<file path="config.mk">
export PLATFORM = sky130hd
export DESIGN_NAME = azel_out_buf
export DESIGN_NICKNAME = d
export VERILOG_FILES = /design/src/sv/azel_pkg.sv /design/src/sv/azel_out_buf.sv
export VERILOG_INCLUDE_DIRS = /design/src /design/src/sv
export SDC_FILE = /design/constraint.sdc
export NUM_CORES = 1
export LEC_CHECK = 0
export ABC_AREA = 1
export BUFFER_PORTS_ARGS = -buffer_cell sky130_fd_sc_hd__buf_2
export CAP_MARGIN = 20
export CORE_ASPECT_RATIO = 0.8
export CORE_UTILIZATION = 55
export CTS_CLUSTER_DIAMETER = 50
export DETAILED_ROUTE_END_ITERATION = 6
export GPL_ROUTABILITY_DRIVEN = 0
export PLACE_DENSITY = 0.8
export SYNTH_ARGS = -nofsm -noshare
export SYNTH_HDL_FRONTEND = slang
export SYNTH_SLANG_ARGS = --single-unit
</file>
<file path="constraint.sdc">
create_clock -name clock -period 4.95 [get_ports clock]
set_input_delay 0.7425 -clock clock [delete_from_list [all_inputs] [get_ports clock]]
set_output_delay 0.7425 -clock clock [all_outputs]
set_load 0.01 [all_outputs]
</file>
<file path="src/sv/assert_macros.svh">
// Assertion macros shared by the az/el to X-Y mount RTL.
`ifndef ASSERT_MACROS_SVH
`define ASSERT_MACROS_SVH

// Clocked property with synchronous reset masking.
`define ASSERT_CLK(lbl, clk, rst, prop, msg) \
   lbl: assert property (@(posedge clk) disable iff (rst) prop) else $error(msg);

// Condition that must never be seen at a clock edge.
`define ASSERT_NEVER(lbl, clk, rst, expr, msg) \
   lbl: assert property (@(posedge clk) disable iff (rst) !(expr)) else $error(msg);

`endif

</file>
<file path="src/sv/azel_pkg.sv">
// Shared constants, types and functions of the az/el to X-Y mount converter.
package azel_pkg;

   // Pipeline sizing
   localparam int CORDIC_STAGES = 16;
   localparam int DATA_WIDTH    = 18;
   localparam int FRAC          = DATA_WIDTH - 2;
   localparam int XW            = DATA_WIDTH + 1;   // vector component width
   localparam int ZW            = 25;               // angle width, 2^-16 degree
   localparam int QW            = FRAC + 2;         // clamped sine product width
   localparam int VW            = 2 * FRAC + 1;     // square root radicand width
   localparam int EXW           = $clog2(VW);       // radicand bit exponent width
   localparam int SHW           = 5;                // cell shift index width
   localparam int LAT           = 2 * CORDIC_STAGES + FRAC + 8;

   // Hundredths to angle units: n * 16384 / 25 through a reciprocal
   localparam int PW            = 43;
   localparam logic [28:0] RECIP_M = 29'd343597384;
   localparam int RECIP_SH      = 19;

   // Rotation start value, CORDIC gain folded in
   localparam longint X0_L = (longint'(652032874) + ((longint'(1) << (30 - FRAC)) >>> 1))
                             >>> (30 - FRAC);
   localparam logic signed [XW-1:0] X0 = XW'(X0_L);

   localparam logic signed [2*XW-1:0] ONE_P  = (2*XW)'(longint'(1) << FRAC);
   localparam logic signed [2*QW-1:0] ONE_SQ = (2*QW)'(longint'(1) << (2 * FRAC));

   // Configuration register indexes
   localparam logic [1:0] CSR_MIN_ELEVATION = 2'd0;
   localparam logic [1:0] CSR_ZENITH_MARGIN = 2'd1;

   // Result word, first field in the high bits
   typedef struct packed {
      logic signed [14:0] y_angle;
      logic signed [14:0] x_angle;
   } result_type;

   // Side data carried along the rotation chains
   typedef struct packed {
      logic neg;
      logic zen;
   } rot_side_type;

   // Side data carried along the square root chain
   typedef struct packed {
      logic                   zen;
      logic signed [QW-1:0]   q;
      logic signed [XW-1:0]   sel;
      logic signed [XW-1:0]   p;
   } sq_side_type;

   // Side data carried along the vectoring chains
   typedef struct packed {
      logic zen;
      logic zx;
      logic zy;
   } vec_side_type;

   // atan(2^-i) in degrees times 65536
   function automatic logic signed [ZW-1:0] atan_entry(input logic [SHW-1:0] idx);
      int unsigned v;
      unique case (idx)
         5'd0:  v = 2949120;
         5'd1:  v = 1740967;
         5'd2:  v = 919879;
         5'd3:  v = 466945;
         5'd4:  v = 234379;
         5'd5:  v = 117304;
         5'd6:  v = 58666;
         5'd7:  v = 29335;
         5'd8:  v = 14668;
         5'd9:  v = 7334;
         5'd10: v = 3667;
         5'd11: v = 1833;
         5'd12: v = 917;
         5'd13: v = 458;
         5'd14: v = 229;
         5'd15: v = 115;
         5'd16: v = 57;
         5'd17: v = 29;
         5'd18: v = 14;
         5'd19: v = 7;
         5'd20: v = 4;
         5'd21: v = 2;
         5'd22: v = 1;
         default: v = 0;
      endcase
      return ZW'(v);
   endfunction

   // Angle units to hundredths, round half away from zero, saturate to 90 degrees
   function automatic logic signed [14:0] to_hund(input logic signed [ZW-1:0] z);
      logic [ZW-1:0]  mag;
      logic [ZW+6:0]  t;
      logic [ZW-10:0] r;
      logic [14:0]    s;
      mag = (z < 0) ? ZW'(-z) : ZW'(z);
      t   = (ZW+7)'(mag) * (ZW+7)'(100) + (ZW+7)'(32768);
      r   = t[ZW+6:16];
      s   = (r > (ZW-9)'(9000)) ? 15'd9000 : 15'(r);
      return (z < 0) ? 15'(-s) : s;
   endfunction

endpackage

</file>
<file path="src/sv/azel_out_buf.sv">
// Two-word output buffer that decouples the pipeline from a stalling receiver.
`include "assert_macros.svh"

module azel_out_buf (
   input  logic                 clock,
   input  logic                 reset,
   input  logic                 push,
   input  azel_pkg::result_type push_data,
   output logic                 room,
   output logic                 rsp_tvalid,
   input  logic                 rsp_tready,
   output logic [31:0]          rsp_tdata    // [14:0] x_angle, [29:15] y_angle
);

   azel_pkg::result_type mem_ff [0:1];
   logic       wr_ff, wr_in, rd_ff, rd_in;
   logic [1:0] cnt_ff, cnt_in;
   logic       pop;

   assign pop        = rsp_tvalid && rsp_tready;
   assign room       = (cnt_ff != 2'd2);
   assign rsp_tvalid = (cnt_ff != 2'd0);
   assign rsp_tdata  = {2'b00, mem_ff[rd_ff]};

   // Advance pointers and count
   always_comb begin
      wr_in  = push ? ~wr_ff : wr_ff;
      rd_in  = pop ? ~rd_ff : rd_ff;
      cnt_in = cnt_ff + (push ? 2'd1 : 2'd0) - (pop ? 2'd1 : 2'd0);
   end

   always_ff @(posedge clock) begin
      if (reset) begin
         wr_ff  <= 1'b0;
         rd_ff  <= 1'b0;
         cnt_ff <= 2'd0;
      end else begin
         wr_ff  <= wr_in;
         rd_ff  <= rd_in;
         cnt_ff <= cnt_in;
      end
   end

   // Store the incoming word
   always_ff @(posedge clock) begin
      if (push) begin
         mem_ff[wr_ff] <= push_data;
      end
   end

   `ASSERT_NEVER(a_no_overflow, clock, reset, push && (cnt_ff == 2'd2), "push into full buffer")
   `ASSERT_CLK(a_pop_count, clock, reset, (pop && !push) |=> (cnt_ff == $past(cnt_ff) - 2'd1), "count did not drop on pop")

endmodule

</file>
==> results.cfg <==
[setup_path]
cp_top_family = flip-flops
start_kind = flop
path_cells = mux2_4, buf_2
arrival_ns = 1.84
slowest_stage = dfxtp_2
worstSetupPathType = flop to output port
worst_setup_path_end_kind = output port
cp_max_fo = 30
worst-path-buf-inv = 1
cp_slowest_stage_delay_ns = 1.00
reg2reg_slack_ns = 3.48
required_ns = 4.21

[power]
power_density_nw_per_um2 = 431
p_leak_uw = 0.00128
vdd.ir_drop.worst_mv = 0.306
finalPower_uw = 1330

[synthesis]
yosys_warnings = 0
yosysMostFrequentCell = edfxtp_1
synth.area.top_cells = edfxtp_1, mux2_4, dfxtp_1
async_flop_share_pct = 0
synth_common_cells = edfxtp_1, mux2_4, inv_1, nor2_1, nand2_1
synth_area_leader_cell = edfxtp_1
synth_edf_count = 60
yosysTopAreaCellShare_pct = 70.8
yosysUniqueCellTypes = 13
avgSynthCellArea_sq_um = 19.3
postSynthCellCount = 132
ys_ff_latch = 65
synth_ff_type = edfxtp_1
netlist_area_sq_um = 2540
ys_seq_area_share_pct = 74.8

[sta]
setup_tns_ns = 0
setup_viol = 0
rsz0062_at_grt = false
maxSlewViolCount = 0
fmax_mhz = 387
finalHoldViolations = 0
tightest_slew_ns = 1.02
skew_ns = 0.00473
fin_crit_ns = 2.59
worst_slew_margin_rel_pct = 32.0
period_share_pct = 52.3

[grt]
grt_use_total_pct = 18.0
first_global_vias = 1326
grt_overflow = 0
grt_antenna_before_repair = 0
grt_max_degree = 31
grt_pass1_wl_um = 6240

[floorplanning]
core-area_sq_um = 4310
die_x_um = 78.0
std_cell_rows = 21
initial_core_util_pct = 59.0
dieArea_sq_um = 4900
ios = 68
die_y_um = 62.8

[cts]
clk_path_buf_depth = 2
htreeDepth = 3
cts_tree = yes
worst_skew_pair.late_latency_ns = 0.33
clk_pin_slew_ns = 0.06
cts_inserted_buffers = 9
cts_setup_buffers = 0
ctsHoldBuffers = 0
cts_resized = 0
clkSinkCount = 65
cts_root_buffer = clkbuf_8

[place]
placed_cell_area_sq_um = 2930
hpwl_um = 2740
io_buffers = 65

[status]
run_status = completed

[route]
detail-route-antenna-nets = 0
vias = 1302
drc = 0
post_drt_wl_per_cell_um = 14.9
wl_um = 3970
dr.pass1.iters = 4
vias_per_cell = 4.88
drt_iter0_drc = 38

[cells_and_area]
drive_gt1_share_pct = 51.9
postLayoutCellArea_sq_um = 3080
final_core_util_pct = 71.6
nets = 241
num_antenna_cells = 0
area_growth_pct = 21.2

[min_path]
worstHoldPathType = flop to flop

[job]
drv_cap = 0
-- stage by stage --
stage | hold WS (ns) | instances | setup slack [ns]
6_report | 0.541 | 267 | 2.36
5_1_grt | 0.564 | 267 | 2.27
4_1_cts | 0.542 | 267 | 2.33
3_5_place_dp | 0.516 | 251 | 2.70
3_3_place_gp | 0.489 | 250 | 2.72
2_1_floorplan | 0.467 | 133 | 2.48
-- state kept, by name (all words and copies together), names as in the netlist, named ones only --
name / count
rd_ff: 1
wr_ff: 1
mem_ff: 60
cnt_ff: 2
-- layout by cell type (no fill, tap or decap), types with 2 or more instances in the layout --
cell type  synthesis  routed
nand3_1            2       2
inv_1              9       9
ha_1               2       2
clkinv_2           0       2
mux2_4            30      30
clkinv_1           0       4
conb_1             1       2
buf_2              0      65
clkbuf_8           0       9
dfxtp_1            5       4
nand2_1            7       7
edfxtp_1          60      60
nor2_1             9       8
-- cell families (layout without fill, tap and decap cells) --
logic type | count (synthesis) | after routing | share of synthesized area, %
buffers and inverters | 14 | 91 | 3.25
other | 1 | 2 | 0.147
muxes | 30 | 30 | 17.7
DFF | 65 | 65 | 74.8
AOI/OAI and AO/OA | 1 | 1 | 0.197
adders and majority gates | 2 | 2 | 0.984
and+or+nand+nor | 19 | 19 | 2.95
-- where the power goes --
part           internal, uW  switching (uW)
Clock                   173             174
Combinational           165             120
Sequential              644            54.2
-- worst reg2reg max path, cell delays in order (launching register included) --
cell	delay, ns
dfxtp_1	0.38
nor2_1	0.07
nor2_1	0.17
ha_1	0.27
inv_1	0.06
ha_1	0.15
inv_1	0.04
nand2_1	0.07
nand3_1	0.07
nand2_1	0.06
nor2_1	0.04
-- path summary, 6_finish.rpt --
path         startpoint            end  depth (start not counted)
max reg2reg   cnt_ff[1]      cnt_ff[1]                         10
min reg2reg       rd_ff          rd_ff                          2
min               rd_ff          rd_ff                          2
max                flop  rsp_tdata[11]                          2
-- cell type report --
type                    count  area (sq um)
inverters                   9          33.8
multi-input cells          54           571
well taps                  57          71.3
clock buffers              10           128
flip-flops and latches     65          1900
clock inverters             6          25.0
fillers                   278          1220
repair buffers             66           353
-- layer usage --
layer	vias to the layer above	global-route usage [%]	share of wire (%)
li1	627	-	-
met1	618	19.3	40
met2	51	31.0	53
met3	6	8.03	6.3
met4	0	7.64	1.2
met5	-	0	0
(Power assumes the default switching activity.)
