`config.mk`:
```
export PLATFORM = sky130hd
export DESIGN_NAME = azel_vec_cell
export DESIGN_NICKNAME = d
export VERILOG_FILES = /design/src/sv/assert_macros.svh /design/src/sv/azel_pkg.sv /design/src/sv/azel_vec_cell.sv
export SDC_FILE = /design/constraint.sdc
export NUM_CORES = 1
export LEC_CHECK = 0
export BUFFER_PORTS_ARGS = -buffer_cell sky130_fd_sc_hd__buf_2
export CAP_MARGIN = 5
export CORE_ASPECT_RATIO = 0.9
export CORE_MARGIN = 2
export CORE_UTILIZATION = 60
export CTS_BUF_LIST = sky130_fd_sc_hd__clkbuf_8
export DETAILED_ROUTE_END_ITERATION = 7
export GPL_ROUTABILITY_DRIVEN = 0
export PLACE_DENSITY = 0.87
export SYNTH_ARGS = -nofsm -noshare
export SYNTH_HDL_FRONTEND = slang
export SYNTH_SLANG_ARGS = --single-unit
```
`constraint.sdc`:
```
create_clock -name clock -period 9.3 [get_ports clock]
set_input_delay 0.465 -clock clock [delete_from_list [all_inputs] [get_ports clock]]
set_output_delay 0.465 -clock clock [all_outputs]
set_load 0.03 [all_outputs]
```
`src/sv/assert_macros.svh`:
```
// Assertion macros shared by the az/el to X-Y mount RTL.
`ifndef ASSERT_MACROS_SVH
`define ASSERT_MACROS_SVH

// Clocked property with synchronous reset masking.
`define ASSERT_CLK(lbl, clk, rst, prop, msg) \
   lbl: assert property (@(posedge clk) disable iff (rst) prop) else $error(msg);

// Condition that must never be seen at a clock edge.
`define ASSERT_NEVER(lbl, clk, rst, expr, msg) \
   lbl: assert property (@(posedge clk) disable iff (rst) !(expr)) else $error(msg);

`endif

```
`src/sv/azel_pkg.sv`:
```
// Shared constants, types and functions of the az/el to X-Y mount converter.
package azel_pkg;

   // Pipeline sizing
   localparam int CORDIC_STAGES = 16;
   localparam int DATA_WIDTH    = 18;
   localparam int FRAC          = DATA_WIDTH - 2;
   localparam int XW            = DATA_WIDTH + 1;   // vector component width
   localparam int ZW            = 25;               // angle width, 2^-16 degree
   localparam int QW            = FRAC + 2;         // clamped sine product width
   localparam int VW            = 2 * FRAC + 1;     // square root radicand width
   localparam int EXW           = $clog2(VW);       // radicand bit exponent width
   localparam int SHW           = 5;                // cell shift index width
   localparam int LAT           = 2 * CORDIC_STAGES + FRAC + 8;

   // Hundredths to angle units: n * 16384 / 25 through a reciprocal
   localparam int PW            = 43;
   localparam logic [28:0] RECIP_M = 29'd343597384;
   localparam int RECIP_SH      = 19;

   // Rotation start value, CORDIC gain folded in
   localparam longint X0_L = (longint'(652032874) + ((longint'(1) << (30 - FRAC)) >>> 1))
                             >>> (30 - FRAC);
   localparam logic signed [XW-1:0] X0 = XW'(X0_L);

   localparam logic signed [2*XW-1:0] ONE_P  = (2*XW)'(longint'(1) << FRAC);
   localparam logic signed [2*QW-1:0] ONE_SQ = (2*QW)'(longint'(1) << (2 * FRAC));

   // Configuration register indexes
   localparam logic [1:0] CSR_MIN_ELEVATION = 2'd0;
   localparam logic [1:0] CSR_ZENITH_MARGIN = 2'd1;

   // Result word, first field in the high bits
   typedef struct packed {
      logic signed [14:0] y_angle;
      logic signed [14:0] x_angle;
   } result_type;

   // Side data carried along the rotation chains
   typedef struct packed {
      logic neg;
      logic zen;
   } rot_side_type;

   // Side data carried along the square root chain
   typedef struct packed {
      logic                   zen;
      logic signed [QW-1:0]   q;
      logic signed [XW-1:0]   sel;
      logic signed [XW-1:0]   p;
   } sq_side_type;

   // Side data carried along the vectoring chains
   typedef struct packed {
      logic zen;
      logic zx;
      logic zy;
   } vec_side_type;

   // atan(2^-i) in degrees times 65536
   function automatic logic signed [ZW-1:0] atan_entry(input logic [SHW-1:0] idx);
      int unsigned v;
      unique case (idx)
         5'd0:  v = 2949120;
         5'd1:  v = 1740967;
         5'd2:  v = 919879;
         5'd3:  v = 466945;
         5'd4:  v = 234379;
         5'd5:  v = 117304;
         5'd6:  v = 58666;
         5'd7:  v = 29335;
         5'd8:  v = 14668;
         5'd9:  v = 7334;
         5'd10: v = 3667;
         5'd11: v = 1833;
         5'd12: v = 917;
         5'd13: v = 458;
         5'd14: v = 229;
         5'd15: v = 115;
         5'd16: v = 57;
         5'd17: v = 29;
         5'd18: v = 14;
         5'd19: v = 7;
         5'd20: v = 4;
         5'd21: v = 2;
         5'd22: v = 1;
         default: v = 0;
      endcase
      return ZW'(v);
   endfunction

   // Angle units to hundredths, round half away from zero, saturate to 90 degrees
   function automatic logic signed [14:0] to_hund(input logic signed [ZW-1:0] z);
      logic [ZW-1:0]  mag;
      logic [ZW+6:0]  t;
      logic [ZW-10:0] r;
      logic [14:0]    s;
      mag = (z < 0) ? ZW'(-z) : ZW'(z);
      t   = (ZW+7)'(mag) * (ZW+7)'(100) + (ZW+7)'(32768);
      r   = t[ZW+6:16];
      s   = (r > (ZW-9)'(9000)) ? 15'd9000 : 15'(r);
      return (z < 0) ? 15'(-s) : s;
   endfunction

endpackage

```
`src/sv/azel_vec_cell.sv`:
```
// One vectoring-mode CORDIC cell: drives y to zero and sums the angle.
module azel_vec_cell (
   input  logic                           clock,
   input  logic                           en,
   input  logic [azel_pkg::SHW-1:0]       shift,
   input  logic signed [azel_pkg::XW-1:0] src_x,
   input  logic signed [azel_pkg::XW-1:0] src_y,
   input  logic signed [azel_pkg::ZW-1:0] src_z,
   output logic signed [azel_pkg::XW-1:0] x_out,
   output logic signed [azel_pkg::XW-1:0] y_out,
   output logic signed [azel_pkg::ZW-1:0] z_out
);

   logic signed [azel_pkg::XW-1:0] x_ff, x_in, y_ff, y_in, dx, dy;
   logic signed [azel_pkg::ZW-1:0] z_ff, z_in, ang;

   // Rotate the vector onto the x axis
   always_comb begin
      dx  = src_y >>> shift;
      dy  = src_x >>> shift;
      ang = azel_pkg::atan_entry(shift);
      if (src_y > 0) begin
         x_in = src_x + dx;
         y_in = src_y - dy;
         z_in = src_z + ang;
      end else begin
         x_in = src_x - dx;
         y_in = src_y + dy;
         z_in = src_z - ang;
      end
   end

   // Hold while stalled
   always_ff @(posedge clock) begin
      if (en) begin
         x_ff <= x_in;
         y_ff <= y_in;
         z_ff <= z_in;
      end
   end

   assign x_out = x_ff;
   assign y_out = y_ff;
   assign z_out = z_ff;

endmodule

```
==> flow_metrics.tcl <==
set metrics [dict create \
    status "finished clean" \
    arrival_ps 6220 \
    hold_path.class "input port to flip-flop" \
    coreArea_mm2 0.01406 \
    cts_hold_buffers 0 \
    syn_nets 1118 \
    timing.final.ws_setup_ps 3210 \
    final_hold_viol_count 0 \
    dr.pass1.iters 6 \
    yosysUniqueCellTypes 75 \
    required_ps 9430 \
    ios 133 \
    cp-end-kind "flip-flop" \
    layout.nets 1215 \
    power_mw 1.559 \
    grt_pass1_vias 7683 \
    ant_nets 0 \
    grt_overflow 0 \
    vias 8177 \
    syn-cell-area_mm2 0.008660 \
    period_share_pct 65.49 \
    clockBufferDepth 2 \
    final_cells 1269 \
    root_buffer "clkbuf_8" \
    die_area_mm2 0.01541 \
    die_x_um 130.6 \
    area_delta_synth_final_pct 10.59 \
    regArea_mm2 0.001892 \
    synthCells 974 \
    synth_edf_count 63 \
    syn_avg_cell_area_um2 8.891 \
    vias_per_cell 6.444 \
    rows 41 \
    min_path_cells 2 \
    post-route-util_pct 68.13 \
    period_needed_ps 6090 \
    grt_pass1_wl_mm 36.35 \
    ir_drop_uv 132.7 \
    grt.total_usage_pct 29.66 \
    placed_area_mm2 0.009340 \
    nFillCells 1157 \
    final_area_mm2 0.009577 \
    drc 0 \
    setup_violations 0 \
    cap_violations 0 \
    dp_slack_ps 2928 \
    final_layout_size_suffix_gt1_share_pct 21.19 \
    wire_per_inst_um 18.00 \
    cts_buffers 9 \
    grt_max_degree 64 \
    slew_headroom_pct 37.75 \
    worst_hold_slack_ps 450.1 \
    rsz0062_at_grt "false" \
    dp_cells 1253 \
    htreeDepth 3 \
    antenna_cells 0 \
    die_h_um 118.0 \
    ys_warn_count 0 \
    drt_wl_total_mm 22.85 \
    cp-startpoint "shift[2]" \
    initial_core_util_pct 61.61 \
    p_leak_nw 3.951 \
    multi_input_area_mm2 0.006367 \
    criticalPathCategory "input port to flip-flop" \
    setup_tns_ps 0 \
    post_cts.repair.setup_buffers 0 \
    ys_ff_latch 63 \
    cp_max_fo 62 \
    cp-endpoint "y_out[18]" \
    cts_resized 0 \
    ys.flop_type "edfxtp_1" \
    port_buffers 132 \
    antenna_found_initial 0 \
    ys_async_sr_fraction_pct 0 \
    worst_slew_pin_slew_ps 933.7 \
    clk_pin_slew_ps 70 \
    place_hpwl_mm 16.98 \
    first_iter_violations 894 \
    power_density_mw_per_mm2 162.8 \
    worstSetupStartpointType "input port" \
    slew_viol_final 0 \
    clock-sinks 63 \
    seq_area_frac_synth_pct 21.85 \
    tritoncts "built" \
    fmax_mhz 164.2 \
]
logic make-up (layout without fill, tap and decap cells):
family,count (synthesis),in the layout,share of synthesized area [%]
adder cells (fa/ha/maj),74,74,10.95
flip-flops,63,63,21.85
XOR/XNOR,98,98,9.912
multiplexers,78,78,15.71
AND/OR/NAND/NOR,311,311,17.25
buffers and inverters,86,188,4.624
AO/OA/AOI/OAI,264,264,19.71
worst min-delay path by stage:
stage	from	end	slack (ps)
3_3_place_gp	src_y[0]	y_out[0]	840
2_1_floorplan	en	x_out[0]	580
4_1_cts	src_y[0]	y_out[0]	450
5_1_grt	src_y[0]	y_out[0]	450
6_report	src_y[0]	y_out[0]	450
3_5_place_dp	src_y[0]	y_out[0]	840
power by group:
group / switching, mW / internal, mW
combinational: 0.517 / 0.319
clock: 0.119 / 0.176
sequential: 0.0149 / 0.413
layout make-up:
type | count | area share [%]
clock buffer | 9 | 1.293
clock inverter | 7 | 1.176
inverter | 33 | 1.293
multi-input combinational | 825 | 66.49
sequential | 63 | 19.75
tap | 193 | 2.522
timing repair buffer | 139 | 7.473
worst max-delay path, cell delays in order:
cell and delay [ps]:
buf_2 80, buf_4 520, clkinv_1 870, mux4_2 760
a21oi_2 230, ha_1 210, nand4_1 160, nor2_1 280
a21oi_1 120, xnor2_1 150, ha_1 220, or3_1 370
o21bai_1 170, a31oi_1 330, nor2_1 110, a211oi_1 350
a211oi_1 170, a211oi_1 350, a21oi_1 140, xnor2_1 130
registers in the layout, indices dropped and copies added (netlist names):
signal,flops
y_out,19
z_out,25
x_out,19
placed cells by master (no fill, tap or decap), drive strengths merged, types with 7 or more instances in the layout:
cell type  instances
buf              139
nor2              94
nand2             81
a21oi             72
ha                71
o21ai             68
edfxtp            63
xnor2             62
mux4              45
xor2              36
inv               32
nor3              24
mux2i             20
nand2b            20
nand3             17
nor2b             16
o21a              14
mux2              13
a211oi            13
and2              12
a31oi             11
nand4              9
or3                9
a21o               9
clkbuf             9
o31ai              8
and3               7
metal layers:
layer	part of all wire (%)	wire length, um	up-vias	track usage (%)
met4	3.5	809	0	11.84
li1	-	-	3840	-
met3	11	2429	76	8.136
met5	0	0	-	0
met2	47	10760	493	48.27
met1	39	8850	3768	37.14
Yosys cell counts, drive strengths merged, types with 4 or more instances:
cell type  instances  area, um2
nor2              94      352.8
nand2             81      304.0
a21oi             72      364.1
ha                71      888.4
o21ai             68      340.3
edfxtp            63       1892
xnor2             62      543.0
mux4              45       1013
xor2              36      315.3
clkbuf            32      120.1
inv               31      116.4
nor3              24      120.1
buf               21      156.4
mux2i             20      200.2
nand2b            20      125.1
nand3             17      90.09
nor2b             16      100.1
o21a              14      105.1
a211oi            13      97.59
mux2              13      146.4
and2              12      75.07
a31oi             11      68.82
a21o               9      67.56
nand4              9      56.30
or3                9      56.30
o31ai              8      60.06
and3               7      43.79
a21boi             6      45.04
a22oi              6      45.04
nor4               6      43.79
o211ai             6      45.04
o21bai             5      37.54
o31a               5      43.79
o2111ai            4      35.03
o211a              4      40.04
o41ai              4      42.55
Note: power is estimated with default switching activity, not from simulation.
