$ cat src/sv/assert_macros.svh
// Assertion macros shared by the az/el to X-Y mount RTL.
`ifndef ASSERT_MACROS_SVH
`define ASSERT_MACROS_SVH

// Clocked property with synchronous reset masking.
`define ASSERT_CLK(lbl, clk, rst, prop, msg) \
   lbl: assert property (@(posedge clk) disable iff (rst) prop) else $error(msg);

// Condition that must never be seen at a clock edge.
`define ASSERT_NEVER(lbl, clk, rst, expr, msg) \
   lbl: assert property (@(posedge clk) disable iff (rst) !(expr)) else $error(msg);

`endif

$ cat src/sv/azel_pkg.sv
// Shared constants, types and functions of the az/el to X-Y mount converter.
package azel_pkg;

   // Pipeline sizing
   localparam int CORDIC_STAGES = 16;
   localparam int DATA_WIDTH    = 18;
   localparam int FRAC          = DATA_WIDTH - 2;
   localparam int XW            = DATA_WIDTH + 1;   // vector component width
   localparam int ZW            = 25;               // angle width, 2^-16 degree
   localparam int QW            = FRAC + 2;         // clamped sine product width
   localparam int VW            = 2 * FRAC + 1;     // square root radicand width
   localparam int EXW           = $clog2(VW);       // radicand bit exponent width
   localparam int SHW           = 5;                // cell shift index width
   localparam int LAT           = 2 * CORDIC_STAGES + FRAC + 8;

   // Hundredths to angle units: n * 16384 / 25 through a reciprocal
   localparam int PW            = 43;
   localparam logic [28:0] RECIP_M = 29'd343597384;
   localparam int RECIP_SH      = 19;

   // Rotation start value, CORDIC gain folded in
   localparam longint X0_L = (longint'(652032874) + ((longint'(1) << (30 - FRAC)) >>> 1))
                             >>> (30 - FRAC);
   localparam logic signed [XW-1:0] X0 = XW'(X0_L);

   localparam logic signed [2*XW-1:0] ONE_P  = (2*XW)'(longint'(1) << FRAC);
   localparam logic signed [2*QW-1:0] ONE_SQ = (2*QW)'(longint'(1) << (2 * FRAC));

   // Configuration register indexes
   localparam logic [1:0] CSR_MIN_ELEVATION = 2'd0;
   localparam logic [1:0] CSR_ZENITH_MARGIN = 2'd1;

   // Result word, first field in the high bits
   typedef struct packed {
      logic signed [14:0] y_angle;
      logic signed [14:0] x_angle;
   } result_type;

   // Side data carried along the rotation chains
   typedef struct packed {
      logic neg;
      logic zen;
   } rot_side_type;

   // Side data carried along the square root chain
   typedef struct packed {
      logic                   zen;
      logic signed [QW-1:0]   q;
      logic signed [XW-1:0]   sel;
      logic signed [XW-1:0]   p;
   } sq_side_type;

   // Side data carried along the vectoring chains
   typedef struct packed {
      logic zen;
      logic zx;
      logic zy;
   } vec_side_type;

   // atan(2^-i) in degrees times 65536
   function automatic logic signed [ZW-1:0] atan_entry(input logic [SHW-1:0] idx);
      int unsigned v;
      unique case (idx)
         5'd0:  v = 2949120;
         5'd1:  v = 1740967;
         5'd2:  v = 919879;
         5'd3:  v = 466945;
         5'd4:  v = 234379;
         5'd5:  v = 117304;
         5'd6:  v = 58666;
         5'd7:  v = 29335;
         5'd8:  v = 14668;
         5'd9:  v = 7334;
         5'd10: v = 3667;
         5'd11: v = 1833;
         5'd12: v = 917;
         5'd13: v = 458;
         5'd14: v = 229;
         5'd15: v = 115;
         5'd16: v = 57;
         5'd17: v = 29;
         5'd18: v = 14;
         5'd19: v = 7;
         5'd20: v = 4;
         5'd21: v = 2;
         5'd22: v = 1;
         default: v = 0;
      endcase
      return ZW'(v);
   endfunction

   // Angle units to hundredths, round half away from zero, saturate to 90 degrees
   function automatic logic signed [14:0] to_hund(input logic signed [ZW-1:0] z);
      logic [ZW-1:0]  mag;
      logic [ZW+6:0]  t;
      logic [ZW-10:0] r;
      logic [14:0]    s;
      mag = (z < 0) ? ZW'(-z) : ZW'(z);
      t   = (ZW+7)'(mag) * (ZW+7)'(100) + (ZW+7)'(32768);
      r   = t[ZW+6:16];
      s   = (r > (ZW-9)'(9000)) ? 15'd9000 : 15'(r);
      return (z < 0) ? 15'(-s) : s;
   endfunction

endpackage

$ cat src/sv/azel_rot_cell.sv
// One rotation-mode CORDIC cell: turns the vector by the residual angle.
module azel_rot_cell (
   input  logic                           clock,
   input  logic                           en,
   input  logic [azel_pkg::SHW-1:0]       shift,
   input  logic signed [azel_pkg::XW-1:0] src_x,
   input  logic signed [azel_pkg::XW-1:0] src_y,
   input  logic signed [azel_pkg::ZW-1:0] src_z,
   output logic signed [azel_pkg::XW-1:0] x_out,
   output logic signed [azel_pkg::XW-1:0] y_out,
   output logic signed [azel_pkg::ZW-1:0] z_out
);

   logic signed [azel_pkg::XW-1:0] x_ff, x_in, y_ff, y_in, dx, dy;
   logic signed [azel_pkg::ZW-1:0] z_ff, z_in, ang;

   // Rotate toward zero residual angle
   always_comb begin
      dx  = src_y >>> shift;
      dy  = src_x >>> shift;
      ang = azel_pkg::atan_entry(shift);
      if (src_z >= 0) begin
         x_in = src_x - dx;
         y_in = src_y + dy;
         z_in = src_z - ang;
      end else begin
         x_in = src_x + dx;
         y_in = src_y - dy;
         z_in = src_z + ang;
      end
   end

   // Hold while stalled
   always_ff @(posedge clock) begin
      if (en) begin
         x_ff <= x_in;
         y_ff <= y_in;
         z_ff <= z_in;
      end
   end

   assign x_out = x_ff;
   assign y_out = y_ff;
   assign z_out = z_ff;

endmodule

$ cat config.mk
export PLATFORM = sky130hd
export DESIGN_NAME = azel_rot_cell
export DESIGN_NICKNAME = d
export VERILOG_FILES = /design/src/sv/assert_macros.svh /design/src/sv/azel_pkg.sv /design/src/sv/azel_rot_cell.sv
export SDC_FILE = /design/constraint.sdc
export NUM_CORES = 1
export LEC_CHECK = 0
export BUFFER_PORTS_ARGS = -buffer_cell sky130_fd_sc_hd__buf_4
export CAP_MARGIN = 10
export CORE_ASPECT_RATIO = 0.5
export CORE_MARGIN = 3
export CORE_UTILIZATION = 45
export CTS_CLUSTER_SIZE = 40
export DETAILED_ROUTE_END_ITERATION = 12
export GPL_TIMING_DRIVEN = 0
export PLACE_DENSITY = 0.79
export SYNTH_ARGS = -nofsm -noshare
export SYNTH_HDL_FRONTEND = slang
export SYNTH_SLANG_ARGS = --single-unit
$ cat constraint.sdc
create_clock -name clock -period 4.63 [get_ports clock]
set_input_delay 0 -clock clock [delete_from_list [all_inputs] [get_ports clock]]
set_output_delay 0 -clock clock [all_outputs]
set_load 0.02 [all_outputs]
==> key figures, run 1 <==
Power
  – Combinational Power Share: 53.2%
  – Maximum VDD drop: 177 uV
  – PwrDens: 338 nW/um2
  – Switching share of power: 38.6%
  – Cell Int Power: 2.30 mW
  – Seq pwr share: 23.6%
  – Total chip power: 3.74 mW
  – Sw Pwr: 1.45 mW
  – Clk pwr share: 23.2%
  – Lkg Pwr: 4.67 nW

Placement
  – Placed wire-length estimate: 24.8 mm
  – GP Congestion: 1.07
  – Placement Cell Area: 10100 um2
  – # port buffers: 131

Clock network
  – CTS max path bufs: 2
  – CTS tree: done
  – H-tree levels: 3
  – Clock root cell: clkbuf_16
  – Clock tree sinks: 63
  – Worst-path clk slew: 60 ps
  – CTS Buf Count: 9

GRT
  – Global-route wire length before repair: 49.5 mm
  – Total grt overflow: 0
  – GRT Util Overall: 30.5%
  – Largest net degree at the start of global routing: 64
  – Vias in the first global route: 8507
  – Initial antenna violation count: 1

Route
  – Vias: 8712
  – DRT Pass-1 Iters: 6
  – Antenna Nets Post-Route: 0
  – DR iter-0 viols: 1130
  – Vias per cell: 6.37
  – Wl on met1: 14.2 mm
  – Wire length per cell: 24.4 um
  – DRT Wirelength: 33.4 mm
  – Post-route DRC: 0
  – Metal3 WL: 3.81 mm
  – Top sig layer: met5
  – Metal2 WL: 14.6 mm

Outcome
  – Outcome: complete, no violations

Timing
  – Hold Vio Cnt, Final: 0
  – Final setup violation count: 0
  – Fin crit share: 98.6%
  – F_max: 0.219 GHz
  – Total negative slack: 0 ps
  – RSZ-0062 raised after global routing: true
  – Hold_ws: 46.0 ps
  – Worst-margin pin slew: 936 ps
  – Max-slew violations: 0
  – Period minus WS final: 4560 ps
  – Slew headroom: 37.6%

Finish
  – Most frequent cells in the layout: buf_4, nand2_1, xnor2_1, ha_1, nor2_1
  – Area grow syn2layout: 27.6%
  – Finished Core Util: 59.3%
  – Commonest non-fill, non-tap cell in the layout: buf_4
  – Ant diodes: 0
  – Share of cells above drive strength 1: 30.9%
  – Nets: 1247
  – Number of fill cells: 1618
  – Design area: 11100 um2

Floorplanning
  – Die height: 104 um
  – FP Rows: 35
  – I/O pin count: 133
  – Initial Utilization: 46.5%
  – Area of the die: 21100 um2
  – Area of the core: 18700 um2
  – Die Wd: 202 um

Run
  – Max-cap violations: 0

Logic synthesis
  – #FFs+latches synth: 63
  – Cell count after synthesis: 930
  – Post-synth EDFFs: 63
  – Netlist Area Pre-Place: 8670 um2
  – Ys Warns: 0
  – Top-area cell type share of the netlist area: 21.8%
  – Top FF cell, synth: edfxtp_1
  – Async SR Flop Fraction: 0%
  – Area leader, netlist: edfxtp_1
  – Avg Cell Area, Syn: 9.33 um2
  – Post-synthesis sequential area ratio: 21.8%
  – Syn_nets: 1074
  – Top cells by area, synth: edfxtp_1, ha_1, mux4_2
  – Synth cell types: 83

Critical path
  – Critical Path Source Type: input pin
  – CP Max Fanout: 10
  – CP arrival: 4670 ps
  – Crit. End Element: flip-flop
  – Crit Path Category: in2reg
  – CP required: 4740 ps

Min path
  – Hold WC Path Type: in2reg
  – Hold_sp: src_y[1]
  – Hold path cells: 2
  – Worst Hold Path EP: y_out[1]$_DFFE_PP_
routing by layer:
layer / GRT usage (%) / vias up
li1: - / 3869
met5: 0 / -
met2: 46.3 / 506
met1: 41.4 / 4268
met3: 10.6 / 67
met4: 8.54 / 2
layout make-up:
class	count	area (um2)	share of cell area (%)
Sequential cell	63	1890	17.1
Timing Repair Buffer	164	1250	11.3
Inverter	46	180	1.63
Multi-Input combinational cell	775	6680	60.4
Tap cell	259	324	2.93
Clock buffer	10	229	2.07
Clock inverter	6	133	1.20
Buffer	44	377	3.40
worst max-delay path, cell delays in order:
cell and delay [ps]:
buf_4 80, buf_4 230, buf_2 370, mux4_2 370
mux2_4 310, inv_1 60, mux4_2 340, ha_4 170
o21ai_0 110, or4_4 620, nand2_1 130, xnor2_2 90
ha_1 390, nand2_2 130, nand2b_1 80, a21o_1 180
a41o_1 240, o21ai_2 150, a31oi_1 110, o21ai_1 240
nand2b_1 100, xor2_1 150
how the worst max path moves through the flow:
stage                   from                  end  slack, ps  depth (start not counted)
floorplan           shift[0]  z_out[23]$_DFFE_PP_        -20                         24
global placement    shift[1]  y_out[17]$_DFFE_PP_      -1750                         21
detailed placement  shift[1]  y_out[17]$_DFFE_PP_      -1750                         21
CTS                 shift[0]  x_out[17]$_DFFE_PP_          4                         19
global route        shift[2]  y_out[16]$_DFFE_PP_        -70                         22
finish              shift[2]  y_out[16]$_DFFE_PP_         70                         22
power groups by stage:
stage / sequential (mW) / combinational, mW / clock [mW]
final: 0.885 / 1.99 / 0.867
after global routing: 0.900 / 2.13 / 0.898
after CTS: 0.887 / 1.88 / 0.875
after detailed placement: 0.898 / 1.80 / 0
after global placement: 0.890 / 1.76 / 0
after floorplan: 1.09 / 1.01 / 0
sequential cells by signal, indices dropped and copies added (netlist names):
signal / cells
x_out: 19
y_out: 19
z_out: 25
cells in the mapped netlist, types with 8 or more instances:
cell / n
inv_1: 43
nor3_1: 19
xnor2_1: 69
clkbuf_1: 23
or3_1: 9
or2_2: 8
buf_2: 13
xor2_1: 34
o31ai_1: 10
nor2_1: 65
ha_1: 71
o21ai_0: 59
nand3_1: 17
o21a_1: 12
mux2i_1: 22
nand2b_1: 18
nor2b_1: 9
mux4_2: 38
mux2_2: 14
nand2_1: 71
mux4_1: 12
a21o_1: 27
a21oi_1: 66
edfxtp_1: 63
metrics by stage:
| step | setup WS [ps] | cells |
|---|---|---|
| floorplan | -16.2 | 930 |
| global placement | -1750 | 1320 |
| detailed placement | -1750 | 1320 |
| CTS | 4.31 | 1358 |
| global route | -73.9 | 1367 |
| finish | 65.2 | 1367 |
cell families after synthesis:
logic type,Yosys count,synth area share [%]
AOI/OAI and AO/OA,258,19.6
and+or+nand+nor,254,14.6
xor gates and xnor gates,103,10.4
buffers and inverters,92,4.83
muxes,86,17.9
adders and majority gates,74,10.9
DFF,63,21.8
repair_timing:
item | in CTS | in global routing
gates resized for setup | 49 | 65
setup buffers | 21 | 11
pin swaps | 10 | 18
hold endpoints to repair | 1 | 0
hold buffers | 1 | 0
setup endpoints to repair | 39 | 15
cloned | 0 | 0
Power figures use the tool's default switching activity.
==> run 2, diff against run 1 <==
Settings changed: CTS_CLUSTER_SIZE 40 to unset, PLACE_DENSITY 0.79 to 0.77, RECOVER_POWER set to 50.
Clock period 4.63 ns to 4.51 ns, I/O delays scaled along.
==> run 2 against run 1 <==
  * The flow now finishes with violations (capacitance limit, slew limit, setup timing)
  * Total power up 0.14%
  * Core utilization rose by 0.094 points
  * Sequential power increased by 3.1%
  * Flip-flop and latch count did not move
  * Cell count rose by 0.66%
  * Die area stayed put
  * Hold slack better by 25 ps
  * Critical path depth up 2
  * Global-route usage increased by 0.11 points
  * Final area up 0.16%
  * Critical path type unchanged
==> key figures, run 2 (same netlist as run 1, synthesis figures left out) <==
Critical path
  – Most common cell on crit path: buf_12
  – CP Max Fanout: 6 (-4)
  – Crit path from: shift[0]
  – Crit Path Category: in2reg
  – CP required: 4610 ps (-130 ps)
  – Crit. End Element: flip-flop
  – Cell Chain, Critical Path: buf_12 -> buf_12 -> buf_12 -> buf_12 -> buf_12 -> clkinv_8 -> ha_4 -> mux2i_2 -> a221oi_2 -> a41oi_2 -> nand2b_4 -> or2_4 -> or3b_4 -> and2_4 -> xnor2_2 -> ha_1 -> a21o_1 -> a21o_1 -> a21o_1 -> o31a_1 -> a221o_1 -> a41oi_2 -> nor2b_4 -> xnor2_1
  – Critical Path Source Type: input pin
  – CP arrival: 4690 ps (+20 ps)
  – Worst setup path end: z_out[21]$_DFFE_PP_
  – Largest stage delay, worst path: 430 ps (-190 ps)
  – Critical path's slowest cell: a221o_1

Timing
  – Total negative slack: -155 ps (-155 ps)
  – RSZ-0062 raised after global routing: true
  – Final setup violation count: 2 (+2)
  – Max-slew violations: 64 (+64)
  – Worst Slack Setup Final: -78.5 ps (-144 ps)
  – Hold_ws: 71.5 ps (+25.5 ps)
  – F_max: 0.218 GHz
  – Fin crit share: 102%
  – Worst-margin pin slew: 3790 ps (+2850 ps)
  – Period minus WS final: 4590 ps
  – Slew headroom: -153% (-190 points)
  – Hold Vio Cnt, Final: 0 (unchanged)

Clock network
  – Clock tree sinks: 63 (unchanged)
  – H-tree levels: 3 (unchanged)
  – Worst-path clk slew: 60 ps (about the same)
  – CTS Buf Count: 9 (unchanged)
  – CTS max path bufs: 2 (unchanged)
  – Clock root cell: clkbuf_16
  – CTS tree: done

Power
  – Cell Int Power: 2.27 mW (-1.3%)
  – Clk pwr share: 22.2% (-1.0 points)
  – Lkg Pwr: 4.61 nW (-1.3%)
  – PwrDens: 338 nW/um2 (about the same)
  – Maximum VDD drop: 198 uV (+12%)
  – Switching share of power: 39.5% (+0.91 points)
  – Seq pwr share: 24.3% (+0.7 points)
  – Sw Pwr: 1.48 mW (+2.5%)
  – Combinational Power Share: 53.4% (+0.2 points)

GRT
  – Vias in the first global route: 8332 (-2.1%)
  – Largest net degree at the start of global routing: 64 (unchanged)
  – Global-route wire length before repair: 49.4 mm (-0.18%)
  – Initial antenna violation count: 1 (unchanged)
  – GRT Util Overall: 30.6% (+0.11 points)
  – Total grt overflow: 0 (unchanged)

Run
  – Max-cap violations: 1 (+1)

Route
  – Antenna Nets Post-Route: 0 (unchanged)
  – Vias: 8537 (-2.0%)
  – DRT Pass-1 Iters: 6 (unchanged)
  – Wl on met1: 14.5 mm (+1.6%)
  – Metal3 WL: 3.59 mm (-5.8%)
  – DRT Wirelength: 33.1 mm (-0.77%)
  – Top sig layer: met4
  – Post-route DRC: 0 (unchanged)
  – Wire length per cell: 24.1 um (-1.4%)
  – Metal2 WL: 14.3 mm (-1.7%)
  – DR iter-0 viols: 862 (-24%)
  – Vias per cell: 6.20 (-2.6%)

Floorplanning
  – FP Rows: 35 (unchanged)
  – Area of the die: 21100 um2 (unchanged)
  – Die height: 104 um (unchanged)
  – Initial Utilization: 46.5% (unchanged)
  – I/O pin count: 133 (unchanged)
  – Die Wd: 202 um (unchanged)
  – Area of the core: 18700 um2 (unchanged)

Placement
  – Placed wire-length estimate: 24.8 mm (about the same)
  – # port buffers: 131 (unchanged)
  – GP Congestion: 1.04 (-2.8%)
  – Pre-CTS setup slack: -1830 ps (-75.9 ps)

Finish
  – Nets: 1256 (+0.72%)
  – Number of fill cells: 1615 (-0.19%)
  – Finished Core Util: 59.4% (+0.094 points)
  – Commonest non-fill, non-tap cell in the layout: buf_4
  – Most frequent cells in the layout: buf_4, nand2_1, xnor2_1, ha_1
  – Area grow syn2layout: 27.8%
  – Ant diodes: 0 (unchanged)
  – Largest register FFs: 25 (unchanged)
  – Share of cells above drive strength 1: 29.9% (-0.96 points)

Min path
  – Hold WC Path Type: in2reg

Outcome
  – Outcome: finished with violations
  – Failing checks: capacitance limit, slew limit, setup timing
run 2: changes by cell type in the layout (fill, tap and decap cells not counted), moves of 3 or more:
cell / previous run / this run
buf_8: 6 / 3
a21oi_1: 60 / 57
buf_6: 5 / 10
buf_4: 163 / 144
clkbuf_1: 14 / 40
buf_2: 5 / 2
run 2: area by class of cell:
type	count	area, um2	area share (%)
clock buffer	10	229	2.07
sequential	63	1890	17.1
clock inverter	6	109	0.982
timing repair buffer	174	1230	11.1
tap	259	324	2.92
inverter	46	185	1.67
multi-input combinational	775	6730	60.7
buffer	43	380	3.43
run 2: timing repair:
item	in CTS	in global routing
resized for setup	68	61
buffers inserted	25	17
endpoints found under the hold margin	1	0
pin swaps	18	30
hold buffers	1	0
setup endpoints to repair	39	19
gates cloned	0	0
run 2: layer usage:
metal | up-vias | GRT usage (%)
li1 | 3872 | -
met1 | 4104 | 42.8
met2 | 499 | 45.7
met3 | 62 | 9.82
met4 | 0 | 8.00
met5 | - | 0
run 2: critical path, delay by kind of cell:
kind,cells,cell delay [ps]
compound gates,8,2020
xor+xnor,2,200
fa+ha+maj,2,600
buf+inv,6,580
mux,1,70
simple gates,5,1210
run 2: power groups by stage:
| stage | combinational, mW | clock (mW) | sequential, mW |
|---|---|---|---|
| 2_1_floorplan | 1.04 | 0 | 1.12 |
| 3_3_place_gp | 1.81 | 0 | 0.915 |
| 3_5_place_dp | 1.84 | 0 | 0.923 |
| 4_1_cts | 1.94 | 0.844 | 0.913 |
| 5_1_grt | 2.15 | 0.864 | 0.928 |
| 6_report | 2.00 | 0.834 | 0.912 |
run 2: per-stage QoR:
step | std cells | area (um2) | power [mW]
2_1_floorplan | 930 | 8760 | 2.16
3_3_place_gp | 1320 | 10100 | 2.72
5_1_grt | 1376 | 11100 | 3.94
3_5_place_dp | 1320 | 10100 | 2.77
4_1_cts | 1360 | 10800 | 3.70
6_report | 1376 | 11100 | 3.75
run 2: how the worst min path moves through the flow:
stage,startpoint,slack (ps),cells past startpoint,to
detailed placement,src_y[0],330,2,y_out[0]$_DFFE_PP_
CTS,src_y[1],30,2,y_out[1]$_DFFE_PP_
global route,src_y[1],70,2,y_out[1]$_DFFE_PP_
global placement,src_y[0],330,2,y_out[0]$_DFFE_PP_
floorplan,en,110,0,x_out[0]$_DFFE_PP_
finish,src_y[1],70,2,y_out[1]$_DFFE_PP_
